### config.mk
export PLATFORM = sky130hd
export DESIGN_NAME = mwa_ctrl
export DESIGN_NICKNAME = d
export VERILOG_FILES = /design/src/rtl/assert_macros.svh /design/src/rtl/mwa_pkg.sv /design/src/rtl/mwa_ctrl.sv
export SDC_FILE = /design/constraint.sdc
export NUM_CORES = 1
export LEC_CHECK = 0
export BUFFER_PORTS_ARGS = -buffer_cell sky130_fd_sc_hd__buf_2
export CAP_MARGIN = 20
export CORE_AREA = 4 4 41 43
export CTS_CLUSTER_DIAMETER = 80
export CTS_CLUSTER_SIZE = 8
export DETAILED_ROUTE_END_ITERATION = 12
export DIE_AREA = 0 0 45 47
export SLEW_MARGIN = 30
export SYNTH_ARGS = -nofsm -noshare
export SYNTH_HDL_FRONTEND = slang
export SYNTH_SLANG_ARGS = --single-unit
### constraint.sdc
create_clock -name clk_i -period 1.4 [get_ports clk_i]
set_input_delay 0.28 -clock clk_i [delete_from_list [all_inputs] [get_ports clk_i]]
set_output_delay 0.28 -clock clk_i [all_outputs]
set_load 0.01 [all_outputs]
### src/rtl/assert_macros.svh
// assertion macros used by mwa_dp
// no dependencies; empty bodies when SYNTHESIS is defined
`ifndef ASSERT_MACROS_SVH
`define ASSERT_MACROS_SVH
`ifndef SYNTHESIS
// property holds at every clock edge outside reset
`define MWA_ASSERT(lbl, clk, rstn, prop) \
  lbl: assert property (@(posedge clk) disable iff (!rstn) (prop)) \
    else $error("assertion failed");
// consequent holds in the cycle after the antecedent
`define MWA_ASSERT_NEXT(lbl, clk, rstn, ante, cons) \
  lbl: assert property (@(posedge clk) disable iff (!rstn) (ante) |=> (cons)) \
    else $error("assertion failed");
`else
`define MWA_ASSERT(lbl, clk, rstn, prop)
`define MWA_ASSERT_NEXT(lbl, clk, rstn, ante, cons)
`endif
`endif

### src/rtl/mwa_pkg.sv
// shared types and constants of the assignment solver
// no dependencies
package mwa_pkg;

  localparam int ROW_BITS    = 4;
  localparam int COL_BITS    = 4;
  localparam int WIN_BITS    = 16;
  localparam int TOTAL_BITS  = 20;
  localparam int SIZE_BITS   = 5;
  localparam logic [SIZE_BITS-1:0] SIZE_RESET = 5'd16;
  localparam int APB_AW      = 3;
  localparam logic [APB_AW-1:0] REG_SIZE_ADDR = 3'd0;

  typedef enum logic [3:0] {
    S_IDLE, S_START, S_ROW_INIT, S_SETUP, S_SCAN_RD, S_SCAN_EV,
    S_UPDATE, S_CHECK, S_AUG, S_SUM_RD, S_SUM_ADD, S_DONE
  } state_e;

  typedef enum logic [3:0] {
    CMD_NONE, CMD_START, CMD_ROW_INIT, CMD_SETUP, CMD_SCAN_RD, CMD_SCAN_EV,
    CMD_UPDATE, CMD_AUG, CMD_SUM_RD, CMD_SUM_ADD, CMD_EMIT
  } cmd_e;

  typedef struct packed {
    cmd_e op;
  } dp_cmd_t;

  typedef struct packed {
    logic j_last;
    logic owner_zero;
    logic aug_last;
    logic row_last;
    logic out_busy;
  } dp_status_t;

endpackage

### src/rtl/mwa_ctrl.sv
// solver sequencer: accepts entries while idle, steps the datapath through each row, then sums and emits the total
// depends on mwa_pkg
module mwa_ctrl (
  input  logic                clk_i,
  input  logic                rst_ni,
  input  logic                in_valid_i,
  input  logic                in_last_i,
  output logic                in_ready_o,
  input  mwa_pkg::dp_status_t status_i,
  output mwa_pkg::dp_cmd_t    cmd_o
);
  import mwa_pkg::*;

  state_e state_q, state_d;

  always_ff @(posedge clk_i or negedge rst_ni) begin
    if (!rst_ni) begin
      state_q <= S_IDLE;
    end else begin
      state_q <= state_d;
    end
  end

  always_comb begin
    state_d    = state_q;
    cmd_o.op   = CMD_NONE;
    in_ready_o = 1'b0;
    case (state_q)
      S_IDLE: begin
        in_ready_o = 1'b1;
        if (in_valid_i && in_last_i) state_d = S_START;
      end
      S_START: begin
        cmd_o.op = CMD_START;
        state_d  = S_ROW_INIT;
      end
      S_ROW_INIT: begin
        cmd_o.op = CMD_ROW_INIT;
        state_d  = S_SETUP;
      end
      S_SETUP: begin
        cmd_o.op = CMD_SETUP;
        state_d  = S_SCAN_RD;
      end
      S_SCAN_RD: begin
        cmd_o.op = CMD_SCAN_RD;
        state_d  = S_SCAN_EV;
      end
      S_SCAN_EV: begin
        cmd_o.op = CMD_SCAN_EV;
        state_d  = status_i.j_last ? S_UPDATE : S_SCAN_RD;
      end
      S_UPDATE: begin
        cmd_o.op = CMD_UPDATE;
        if (status_i.j_last) state_d = S_CHECK;
      end
      S_CHECK: begin
        state_d = status_i.owner_zero ? S_AUG : S_SETUP;
      end
      S_AUG: begin
        cmd_o.op = CMD_AUG;
        if (status_i.aug_last) begin
          state_d = status_i.row_last ? S_SUM_RD : S_ROW_INIT;
        end
      end
      S_SUM_RD: begin
        cmd_o.op = CMD_SUM_RD;
        state_d  = S_SUM_ADD;
      end
      S_SUM_ADD: begin
        cmd_o.op = CMD_SUM_ADD;
        state_d  = status_i.j_last ? S_DONE : S_SUM_RD;
      end
      S_DONE: begin
        if (!status_i.out_busy) begin
          cmd_o.op = CMD_EMIT;
          state_d  = S_IDLE;
        end
      end
      default: state_d = S_IDLE;
    endcase
  end
endmodule

; After elaboration in Yosys (flattened, before gate mapping)
; Index checks and enable logic that the tools add are counted.
[word_totals]
ram_bits = 0
mem_count = 0
latchBits = 0
word_cells = 31
rom_bits = 0
input_bits = 9
out_inout_bits = 5
register_bits = 4
[op_classes]
mul = 0
n_addsub = 0
bitwise_logic = 0
reduce_logical = 3
n_lt_le_gt_ge = 0
div = 0
n_eq_ne = 15
n_mux = 12
shift = 0
[op_table]
columns = op, count
row1 = $pmux W4 S12, 1
row2 = $pmux W4 S10, 1
row3 = $mux W4, 7
row4 = $eq A4 B3 Y1 const B, 4
row5 = $eq A4 B4 Y1 const B, 4
row6 = $eq A4 B2 Y1 const B, 2
row7 = $ne A2 B2 Y1 const B, 4
row8 = $eq A4 B1 Y1 const B, 1
row9 = $logic_not A4 Y1, 1
row10 = $mux W2, 2
row11 = $reduce_and A4 Y1, 1
row12 = $logic_and A1 B1 Y1, 1
row13 = $mux W1, 1

; Logic depth before layout (Yosys ltp)
; Gate-level depths: netlist of run 1.
[logic_depth]
depth_word = 3
ltp_mapped = 6
ltp_nobuf = 4

; Worst setup path before layout of run 1
; Ideal clock, no wire load.
[synth_timing]
kind = register to register
from = register state_q[3]
to = register state_q[3]
path_stages_with_launch = 5
t_arrival_ps = 1433
period_less_slack_ps = 1560
path_slack_ps = -160
setup_ps = 127
required_ps = 1273
cell_sequence = dfrtp_1 clkbuf_1 nor4_1 a221o_1 o22ai_1
[synth_between]
elab_chain_cells = 3
[synth_lines]
columns = element, line_no
row1 = "start, declared", mwa_ctrl.sv:14  ; state_e state_q, state_d;
row2 = "start signal, assigned", mwa_ctrl.sv:20  ; state_q <= state_d;
row3 = "$eq A4 B3 Y1, or another cell as far along", mwa_ctrl.sv:28  ; case (state_q)
row4 = $ne A2 B2 Y1 (no line), n/a
row5 = $reduce_and A4 Y1 (no line), n/a
; Several ways; a longest one is shown, not always the timed one.
; A chain may end at the register's enable or synchronous reset.

==> run summary, run 1 <==
MIN PATH
------------------------------------------------------------------------------------
Worst min-delay path class ............................................    in -> reg
Hold Crit Depth .......................................................            3

YOSYS
------------------------------------------------------------------------------------
Post-Synthesis Cell Area ..............................................      428 um2
Distinct cell type count of the synthesized netlist ...................           29
Fraction of post-synthesis cell area in the top cell type by area .....        23.4%
Number of warning messages in the yosys log ...........................            0
Multiplexer share of the synthesized area .............................           0%
Top cell type by total area after synthesis ...........................      dfrtp_1
Cells after synthesis .................................................           56
Avg Cell Area, Syn ....................................................     7.64 um2
Sequential-to-total area share from yosys stat ........................        23.4%
Parity-gate share of the synthesized area counting xor and xnor cells .        2.05%
Number of flip-flops and latches in the synthesized netlist ...........            4
Main combinational cell family by area after synthesis ................ compound AO/OA/AOI/OAI gates
Complex-gate fraction of the synthesized area .........................        41.8%
Simple logic cell fraction of the synthesized area ....................        19.9%
Adder and majority cell fraction of the synthesized area ..............           0%
Nets in the synthesized netlist .......................................           65
Main area contributors after synthesis ................................ dfrtp_1, o22ai_1, nand2b_1

FLOW RUN
------------------------------------------------------------------------------------
Reported max-cap violation count ......................................            0

FLOORPLANNING
------------------------------------------------------------------------------------
Number of top-level design ports ......................................           14
Site row count ........................................................           13
Die outline area ......................................................     2120 um2
Horizontal extent of the die ..........................................        45 um
Starting density of the core ..........................................        32.9%
Placeable core area ...................................................     1300 um2
Chip height ...........................................................        47 um

CTS
------------------------------------------------------------------------------------
Clock tree from TritonCTS .............................................         done
Sink count of the clock tree ..........................................            4
Buffer cell driving the clock tree root ...............................     clkbuf_4
Cts bufs inserted .....................................................            3
Clock latency on the worst-skew pair ..................................       240 ps
Number of buffers on the longest clock path ...........................            2
CTS HTree Levels ......................................................            1
Reg clk slew, reported paths ..........................................        40 ps

PLACED DESIGN
------------------------------------------------------------------------------------
Global placer's final weighted congestion .............................        0.817
Post-Place Cell Area ..................................................      574 um2
Post-detail-place hpwl ................................................       873 um
Count of port buffers added during placement ..........................           13
# placed instances ....................................................           90

CRITICAL PATH
------------------------------------------------------------------------------------
Crit Path Max Fanout ..................................................            7
Cell family with the largest share of critical-path delay .............   flip-flops
Nature of the critical path startpoint ................................     register
Cells along the critical path ......................................... buf_6 > a211oi_2 > o21bai_1 > buf_2
Depth of the worst register-to-register path ..........................            6
Required time of the worst setup path .................................      1120 ps
Crit. path cell count .................................................            4
Slowest cell delay on critical path ...................................       480 ps
Critical path endpoint category ....................................... primary output
Buf/Inv on CP .........................................................            2
Slowest stage cell, crit path .........................................      dfrtp_2
Critical path type ....................................................   reg -> out
Arrival @ worst endpoint ..............................................      1340 ps

DRT
------------------------------------------------------------------------------------
Initial DRT Pass Iterations ...........................................            4
Number of DRC markers in iteration 0 ..................................            7
Wire length per cell after detailed routing ...........................      14.4 um
Remaining design rule violation count .................................            0
Antenna viol nets, final ..............................................            0
Vias after detailed routing ...........................................          573
Wire length after detailed routing ....................................      1.57 mm
Vias/cell .............................................................         5.26

GRT
------------------------------------------------------------------------------------
Wire length of the first global-routing pass ..........................      2.14 mm
Initial antenna violation count .......................................            0
Via count of the first global-routing pass ............................          481
Remaining global-route overflow .......................................            0
Largest net degree at the start of global routing .....................           11
GRT Util Overall ......................................................        13.8%

CELLS AND AREA
------------------------------------------------------------------------------------
Leading cell types in the layout, fill and taps excluded .............. buf_4, buf_2, buf_6
Layout net count ......................................................          105
Synth-to-Final Area Change ............................................        96.2%
Largest register by flop count ........................................      state_q
Most common cell after layout, fill and taps aside ....................        buf_4
Layout cell share with drive strength beyond 1 ........................        63.8%
Final core utilization ................................................        64.5%
Antenna diode count ...................................................            0
Max reg flops .........................................................            4
Top Registers .........................................................   state_q x4
Final Non-Filler Cells ................................................          109
Non-Filler Cell Area, Final ...........................................      840 um2

PWR
------------------------------------------------------------------------------------
Power per unit of standard cell area ..................................  2570 nW/um2
IR Drop Worst-Case VDD ................................................       991 uV
Total leakage power ...................................................     0.374 nW
Internal ..............................................................      1.28 mW
Power share of the clock group ........................................         6.6%
Net switching power ...................................................     0.878 mW
Proportion of power drawn by combinational gates ......................        79.9%
Switch share ..........................................................        40.7%
Share of power burned in registers ....................................        13.5%

STATUS
------------------------------------------------------------------------------------
Violations in the final reports ....................................... negative setup slack
Result of the run ..................................................... finished with violations

TIMING
------------------------------------------------------------------------------------
Tightest hold margin ..................................................       353 ps
Final period util .....................................................         115%
Maximum clock rate ....................................................    0.619 GHz
Count of final max-slew check failures ................................            0
Clk_skew ..............................................................      4.59 ps
Setup repair after global routing missed its margin ...................          yes
Setup violators final .................................................            7
Slew at the pin with the worst max-slew slack .........................       288 ps
Final Hold Violating Endpoints ........................................            0
Worst Slack Setup Final ...............................................      -216 ps
Min Tclk post-route ...................................................      1620 ps
Final-layout setup total negative slack ...............................     -1130 ps
Relative max-transition margin ........................................        80.5%

-- tightest hold or removal path: cells and delay by family --
| kind | cells | cell delay (ps) |
|---|---|---|
| compound gates | 1 | 60 |
| buf+inv | 1 | 140 |
| simple gates | 1 | 60 |
-- logic make-up after synthesis --
logic type             Yosys count
AO/OA/AOI/OAI                   26
AND/OR/NAND/NOR                 15
flip-flops                       4
XOR/XNOR                         1
buffers and inverters           10
-- synth_stat cells --
master and number:
buf_2 2, nor2_1 2, a22o_1 1, o31a_1 1, xnor2_1 1, clkinv_1 1
o311ai_0 1, buf_6 2, a211oi_1 3, o21ai_0 4, nand2_1 4, nor3_1 1
o21a_1 1, a32o_1 1, buf_1 1, a221o_1 1, nand2b_1 4, a21oi_1 4
o22ai_1 5, o21bai_1 1, nor4_1 1, clkbuf_1 2, a22oi_1 1, a21o_1 1
o32ai_1 1, nor4bb_1 2, inv_1 2, and2_1 1, dfrtp_1 4
-- final cells by class --
cell class                 count  area (um2)
fill                          99         462
sequential                     4         104
inverter                       3        11.3
multi-input combinational     42         357
tap                           15        18.8
clock buffer                   3        22.5
timing repair buffer          42         327
-- repair_timing --
action / in CTS / in global routing
endpoints found under the hold margin: 4 / 0
gates resized for setup: 18 / 13
setup endpoints to repair: 7 / 8
buffers inserted: 6 / 8
cloned: 0 / 1
hold buffers: 1 / 0
pin swaps: 3 / 6
-- metrics by stage --
step | total power [mW] | worst slack, ps
global route | 2.30 | -271
global placement | 1.30 | -44.8
detailed placement | 1.30 | -40.3
finish | 2.16 | -216
CTS | 1.74 | -175
floorplan | 0.950 | -52.5
-- path summary, 6_finish.rpt --
check / startpoint / slack, ps / end
worst max-delay path: state_q[1] / -220 / cmd_o[0]
worst min-delay path: status_i[0] / 350 / state_q[0]
worst max register to register: state_q[2] / -170 / state_q[3]
worst min register to register: state_q[3] / 630 / state_q[2]
max in group asynchronous: rst_ni / 880 / state_q[3]
min in group asynchronous: rst_ni / 390 / state_q[1]
-- power groups by stage --
stage / combinational [mW] / clock [mW] / sequential (mW)
global route: 1.85 / 0.152 / 0.299
CTS: 1.32 / 0.143 / 0.278
finish: 1.72 / 0.141 / 0.291
detailed placement: 1.04 / 0 / 0.255
global placement: 1.05 / 0 / 0.255
floorplan: 0.733 / 0 / 0.217
-- metal layers --
layer / global-route usage [%] / share of wire (%) / vias to the layer above
li1: - / - / 289
met1: 18.6 / 46 / 269
met2: 23.7 / 49 / 13
met3: 0 / 3.2 / 2
met4: 5.26 / 1.3 / 0
met5: 0 / 0 / -
Power figures use the tool's default switching activity.
==> inputs of run 2 (changes only) <==
SETUP_SLACK_MARGIN = 0.05   (was not set)
==> run summary, run 2 (synthesized netlist as in run 1, its figures left out) <==
FLOORPLANNING
------------------------------------------------------------------------
Starting density of the core ..............................        32.9%   unchanged
Die outline area ..........................................     2120 um2   unchanged
Placeable core area .......................................     1300 um2   unchanged
Horizontal extent of the die ..............................        45 um   unchanged
Number of top-level design ports ..........................           14   unchanged
Chip height ...............................................        47 um   unchanged
Site row count ............................................           13   unchanged

CELLS AND AREA
------------------------------------------------------------------------
Synth-to-Final Area Change ................................        82.5%
Fill cell count ...........................................          118   +19%
Final core utilization ....................................        60.0%   -4.5 points
Layout cell share with drive strength beyond 1 ............        62.2%   -1.6 points
Largest register by flop count ............................      state_q
Non-Filler Cell Area, Final ...............................      781 um2   -7.0%
Layout net count ..........................................          101   -3.8%
Antenna diode count .......................................            0   unchanged
Max reg flops .............................................            4   unchanged
Most common cell after layout, fill and taps aside ........        buf_4
Top Registers .............................................   state_q x4
Leading cell types in the layout, fill and taps excluded .. buf_4, buf_2, buf_6

CTS
------------------------------------------------------------------------
CTS HTree Levels ..........................................            1   unchanged
Sink count of the clock tree ..............................            4   unchanged
Clock latency on the worst-skew pair ......................       240 ps   about the same
Reg clk slew, reported paths ..............................        40 ps   about the same
Cts bufs inserted .........................................            3   unchanged
Number of buffers on the longest clock path ...............            2   unchanged
Clock tree from TritonCTS .................................         done
Buffer cell driving the clock tree root ...................     clkbuf_4

TIMING
------------------------------------------------------------------------
Final Hold Violating Endpoints ............................            0   unchanged
Maximum clock rate ........................................    0.614 GHz   -0.75%
Tightest hold margin ......................................       365 ps   +11.8 ps
Setup repair after global routing missed its margin .......          yes
Slew at the pin with the worst max-slew slack .............       316 ps   +27.7 ps
Min Tclk post-route .......................................      1630 ps   +12.2 ps
Count of final max-slew check failures ....................            0   unchanged
Setup violators final .....................................            8   +1
Relative max-transition margin ............................        78.6%   -1.9 points
Clk_skew ..................................................      1.82 ps   -2.77 ps
Final period util .........................................         116%   +0.87 points
Worst Slack Setup Final ...................................      -228 ps   -12.2 ps

CRITICAL PATH
------------------------------------------------------------------------
Worst reg2reg setup slack .................................      -180 ps   about the same
Cell family with the largest share of critical-path delay .   flip-flops
Worst reg2reg startpoint ..................................   state_q[0]
Buf/Inv on CP .............................................            2   unchanged
Slowest cell delay on critical path .......................       400 ps   -80 ps
Reg2reg end ...............................................   state_q[0]
Slowest stage cell, crit path .............................      dfrtp_2
Arrival @ worst endpoint ..................................      1350 ps   about the same
Depth of the worst register-to-register path ..............            6   unchanged
Crit Path Max Fanout ......................................            7   unchanged
Cells along the critical path ............................. buf_6 > nand2b_4 > o21ai_1 > a32o_2 > buf_6
Nature of the critical path startpoint ....................     register
End point of the critical path ............................     cmd_o[1]
Critical path startpoint ..................................   state_q[3]
Crit path top cell by count ...............................        buf_6
Critical path endpoint category ........................... primary output
Crit. path cell count .....................................            5   +1
Required time of the worst setup path .....................      1120 ps   about the same
Critical path type ........................................   reg -> out

STATUS
------------------------------------------------------------------------
Result of the run ......................................... finished with violations
Violations in the final reports ........................... negative setup slack

GRT
------------------------------------------------------------------------
Via count of the first global-routing pass ................          570   +19%
Wire length of the first global-routing pass ..............      2.37 mm   +11%
Initial antenna violation count ...........................            0   unchanged
GRT Util Overall ..........................................        15.3%   +1.5 points
Remaining global-route overflow ...........................            0   unchanged
Largest net degree at the start of global routing .........            9   -2

FLOW RUN
------------------------------------------------------------------------
Reported max-cap violation count ..........................            0   unchanged

DRT
------------------------------------------------------------------------
Initial DRT Pass Iterations ...............................            4   unchanged
Wire length per cell after detailed routing ...............      13.6 um   -5.5%
Remaining design rule violation count .....................            0   unchanged
Vias/cell .................................................         5.52   +5.1%
Antenna viol nets, final ..................................            0   unchanged
Vias after detailed routing ...............................          580   +1.2%
Wire length after detailed routing ........................      1.43 mm   -9.0%
Number of DRC markers in iteration 0 ......................           10   +3

PLACED DESIGN
------------------------------------------------------------------------
Post-Place Cell Area ......................................      583 um2   +1.5%
Count of port buffers added during placement ..............           13   unchanged
Global placer's final weighted congestion .................        0.739   -9.5%
Post-detail-place hpwl ....................................       928 um   +6.4%
Worst Setup Slack post-DPL ................................      -121 ps   -80.4 ps

PWR
------------------------------------------------------------------------
Total power of the final layout ...........................      2.02 mW   -6.5%
Switch share ..............................................        41.4%   +0.69 points
Share of power burned in registers ........................        14.5%   +1.0 points
Total leakage power .......................................     0.351 nW   -6.1%
IR Drop Worst-Case VDD ....................................      1110 uV   +12%
Power per unit of standard cell area ......................  2580 nW/um2   +0.53%
Power share of the clock group ............................         7.6%   +1.0 points
Proportion of power drawn by combinational gates ..........        77.9%   -2.0 points
Net switching power .......................................     0.835 mW   -4.9%
Internal ..................................................      1.18 mW   -7.6%

MIN PATH
------------------------------------------------------------------------
Worst min-delay path class ................................  in -> async

==> run 2: changes by cell type in the layout (fill, tap and decap cells not counted), sizes merged <==
cell,change
buf,-4
clkinvlp,+1
clkinv,-1
==> run 2: per-stage QoR <==
stage                     TNS [ps]  cells
after detailed placement      -351     91
after CTS                    -1190    104
after global routing         -1850    105
after global placement        -298     91
final                        -1360    105
after floorplan              -65.5     56
==> run 2: how the worst min path moves through the flow <==
stage	from	to	cells after the start	slack (ps)
finish	rst_ni	state_q[2]	2	360
global route	rst_ni	state_q[2]	2	390
CTS	status_i[0]	state_q[0]	3	350
detailed placement	rst_ni	state_q[2]	1	90
global placement	rst_ni	state_q[2]	1	90
floorplan	rst_ni	state_q[0]	0	-20
==> run 2: routing by layer <==
layer | global-route usage (%) | vias up | part of all wire, %
li1 | - | 280 | -
met1 | 17.8 | 286 | 43
met2 | 28.0 | 14 | 54
met3 | 1.53 | 0 | 3.4
met4 | 7.02 | 0 | 0
met5 | 0 | - | 0
==> run 2: area by class of cell <==
| class | count | area (um2) | share of cell area [%] |
|---|---|---|---|
| Inverter | 3 | 15.0 | 1.92 |
| Tap cell | 15 | 18.8 | 2.40 |
| Multi-Input combinational cell | 42 | 340 | 43.6 |
| Sequential cell | 4 | 104 | 13.3 |
| Clock buffer | 3 | 22.5 | 2.88 |
| Timing Repair Buffer | 38 | 280 | 35.9 |
==> run 2: worst register-to-register path: stages, from the launching register on <==
cell     delay [ps]
dfrtp_2         450
buf_4           150
buf_4           110
nor3_2           40
o31a_1          280
a221o_1         290
o22ai_1         160
==> run 2: power by group through the flow <==
stage	Sequential, mW	Clock, mW	Combinational [mW]
after detailed placement	0.278	0	1.07
after global placement	0.280	0	1.07
after floorplan	0.217	0	0.738
after CTS	0.282	0.151	1.45
after global routing	0.301	0.163	1.70
final	0.292	0.153	1.57
==> run 2: timing repair <==
item                                    4_1_cts  5_1_grt
gates resized for setup                      18        8
hold endpoints to repair                      4        0
endpoints found under the setup margin        8        8
buffers inserted                              9        1
pin swaps                                     5        0
hold buffers                                  1        0
==> inputs of run 3 (changes only) <==
RECOVER_POWER = 25   (was not set)
==> run summary, run 3 (synthesized netlist as in run 1, its figures left out) <==
DRT
-----------------------------------------------------------------------
Antenna viol nets, final .................................            0   unchanged
Remaining design rule violation count ....................            0   unchanged
Vias/cell ................................................         5.52   unchanged
Initial DRT Pass Iterations ..............................            4   unchanged
Number of DRC markers in iteration 0 .....................           10   unchanged
Wire length after detailed routing .......................      1.42 mm   -0.21%
Wire length per cell after detailed routing ..............      13.6 um   -0.21%
Vias after detailed routing ..............................          580   unchanged

TIMING
-----------------------------------------------------------------------
Worst Slack Setup Final ..................................      -227 ps   +0.983 ps
Final-layout setup total negative slack ..................     -1360 ps   +1.40 ps
Final Hold Violating Endpoints ...........................            0   unchanged
Maximum clock rate .......................................    0.615 GHz   about the same
Slew at the pin with the worst max-slew slack ............       316 ps   unchanged
Relative max-transition margin ...........................        78.6%   unchanged
Tightest hold margin .....................................       373 ps   +8.05 ps
Final period util ........................................         116%   about the same
Clk_skew .................................................      1.83 ps   +0.00294 ps
Count of final max-slew check failures ...................            0   unchanged
Min Tclk post-route ......................................      1630 ps   -0.983 ps
Setup violators final ....................................            8   unchanged
Setup repair after global routing missed its margin ......          yes

CTS
-----------------------------------------------------------------------
Buffer cell driving the clock tree root ..................     clkbuf_4
Reg clk slew, reported paths .............................        40 ps   about the same
Number of buffers on the longest clock path ..............            2   unchanged
Clock tree from TritonCTS ................................         done
Sink count of the clock tree .............................            4   unchanged
CTS HTree Levels .........................................            1   unchanged
Cts bufs inserted ........................................            3   unchanged
Clock latency on the worst-skew pair .....................       240 ps   about the same

CRITICAL PATH
-----------------------------------------------------------------------
Critical path endpoint category .......................... primary output
Critical path type .......................................   reg -> out
Nature of the critical path startpoint ...................     register
Required time of the worst setup path ....................      1120 ps   about the same
Arrival @ worst endpoint .................................      1350 ps   about the same
Crit Path Max Fanout .....................................            7   unchanged

CELLS AND AREA
-----------------------------------------------------------------------
Fill cell count ..........................................          119   +0.85%
Final core utilization ...................................        59.9%   -0.096 points
Final Non-Filler Cells ...................................          105   unchanged
Top Registers ............................................   state_q x4
Largest register by flop count ...........................      state_q
Synth-to-Final Area Change ...............................        82.2%
Layout cell share with drive strength beyond 1 ...........        61.1%   -1.1 points
Max reg flops ............................................            4   unchanged
Leading cell types in the layout, fill and taps excluded . buf_4, buf_2, buf_6
Most common cell after layout, fill and taps aside .......        buf_4
Layout net count .........................................          101   unchanged
Non-Filler Cell Area, Final ..............................      779 um2   -0.16%
Antenna diode count ......................................            0   unchanged

GRT
-----------------------------------------------------------------------
Remaining global-route overflow ..........................            0   unchanged
Initial antenna violation count ..........................            0   unchanged
Wire length of the first global-routing pass .............      2.37 mm   unchanged
Largest net degree at the start of global routing ........            9   unchanged
GRT Util Overall .........................................        15.3%   unchanged
Via count of the first global-routing pass ...............          570   unchanged

PLACED DESIGN
-----------------------------------------------------------------------
Count of port buffers added during placement .............           13   unchanged
Post-Place Cell Area .....................................      583 um2   unchanged
# placed instances .......................................           91   unchanged
Post-detail-place hpwl ...................................       928 um   unchanged
Worst Setup Slack post-DPL ...............................      -121 ps   unchanged
Global placer's final weighted congestion ................        0.739   unchanged

FLOORPLANNING
-----------------------------------------------------------------------
Placeable core area ......................................     1300 um2   unchanged
Die outline area .........................................     2120 um2   unchanged
Starting density of the core .............................        32.9%   unchanged
Number of top-level design ports .........................           14   unchanged
Horizontal extent of the die .............................        45 um   unchanged
Chip height ..............................................        47 um   unchanged
Site row count ...........................................           13   unchanged

PWR
-----------------------------------------------------------------------
Total leakage power ......................................     0.349 nW   -0.78%
Total power of the final layout ..........................      2.02 mW   about the same
IR Drop Worst-Case VDD ...................................      1110 uV   about the same
Power per unit of standard cell area .....................  2590 nW/um2   +0.13%

MIN PATH
-----------------------------------------------------------------------
Worst min-delay path class ...............................    in -> reg

STATUS
-----------------------------------------------------------------------
Violations in the final reports .......................... negative setup slack
Result of the run ........................................ finished with violations

FLOW RUN
-----------------------------------------------------------------------
Reported max-cap violation count .........................            0   unchanged

-- run 3: power breakdown --
| group | internal [mW] | switching (mW) |
|---|---|---|
| clock | 0.0965 | 0.0565 |
| sequential | 0.182 | 0.110 |
| combinational | 0.902 | 0.669 |
-- run 3: worst paths after layout --
| path | startpoint | to | slack, ps | cells after the start |
|---|---|---|---|---|
| hold / removal | status_i[0] | state_q[0] | 370 | 3 |
| setup / recovery | state_q[3] | cmd_o[1] | -230 | 5 |
| setup reg to reg | state_q[0] | state_q[0] | -180 | 6 |
| min in group asynchronous | rst_ni | state_q[2] | 380 | 2 |
| max in group asynchronous | rst_ni | state_q[0] | 830 | 2 |
| hold reg to reg | state_q[3] | state_q[2] | 500 | 1 |
-- run 3: metal layers --
metal | share of wire (%) | GRT usage, % | wire (um) | up-vias
met2 | 54 | 28.0 | 764 | 14
li1 | - | - | - | 280
met5 | 0 | 0 | 0 | -
met1 | 43 | 17.8 | 609 | 286
met4 | 0 | 7.02 | 0 | 0
met3 | 3.4 | 1.53 | 48 | 0
-- run 3: layout make-up --
class,instances,area (um2),share of cell area [%]
clock buffer,3,22.5,2.89
inverter,3,15.0,1.93
multi-input combinational,42,340,43.7
sequential,4,104,13.3
tap,15,18.8,2.41
timing repair buffer,38,279,35.8
-- run 3: repair_timing --
item | CTS | global route
setup endpoints to repair | 8 | 8
gates resized for setup | 18 | 8
pin swaps | 5 | 0
hold buffers | 1 | 0
setup buffers | 9 | 1
hold endpoints to repair | 4 | 0
-- run 3: critical path: stages (launching register included) --
cell	delay, ps
dfrtp_2	400
buf_6	150
nand2b_4	130
o21ai_1	70
a32o_2	230
buf_6	120
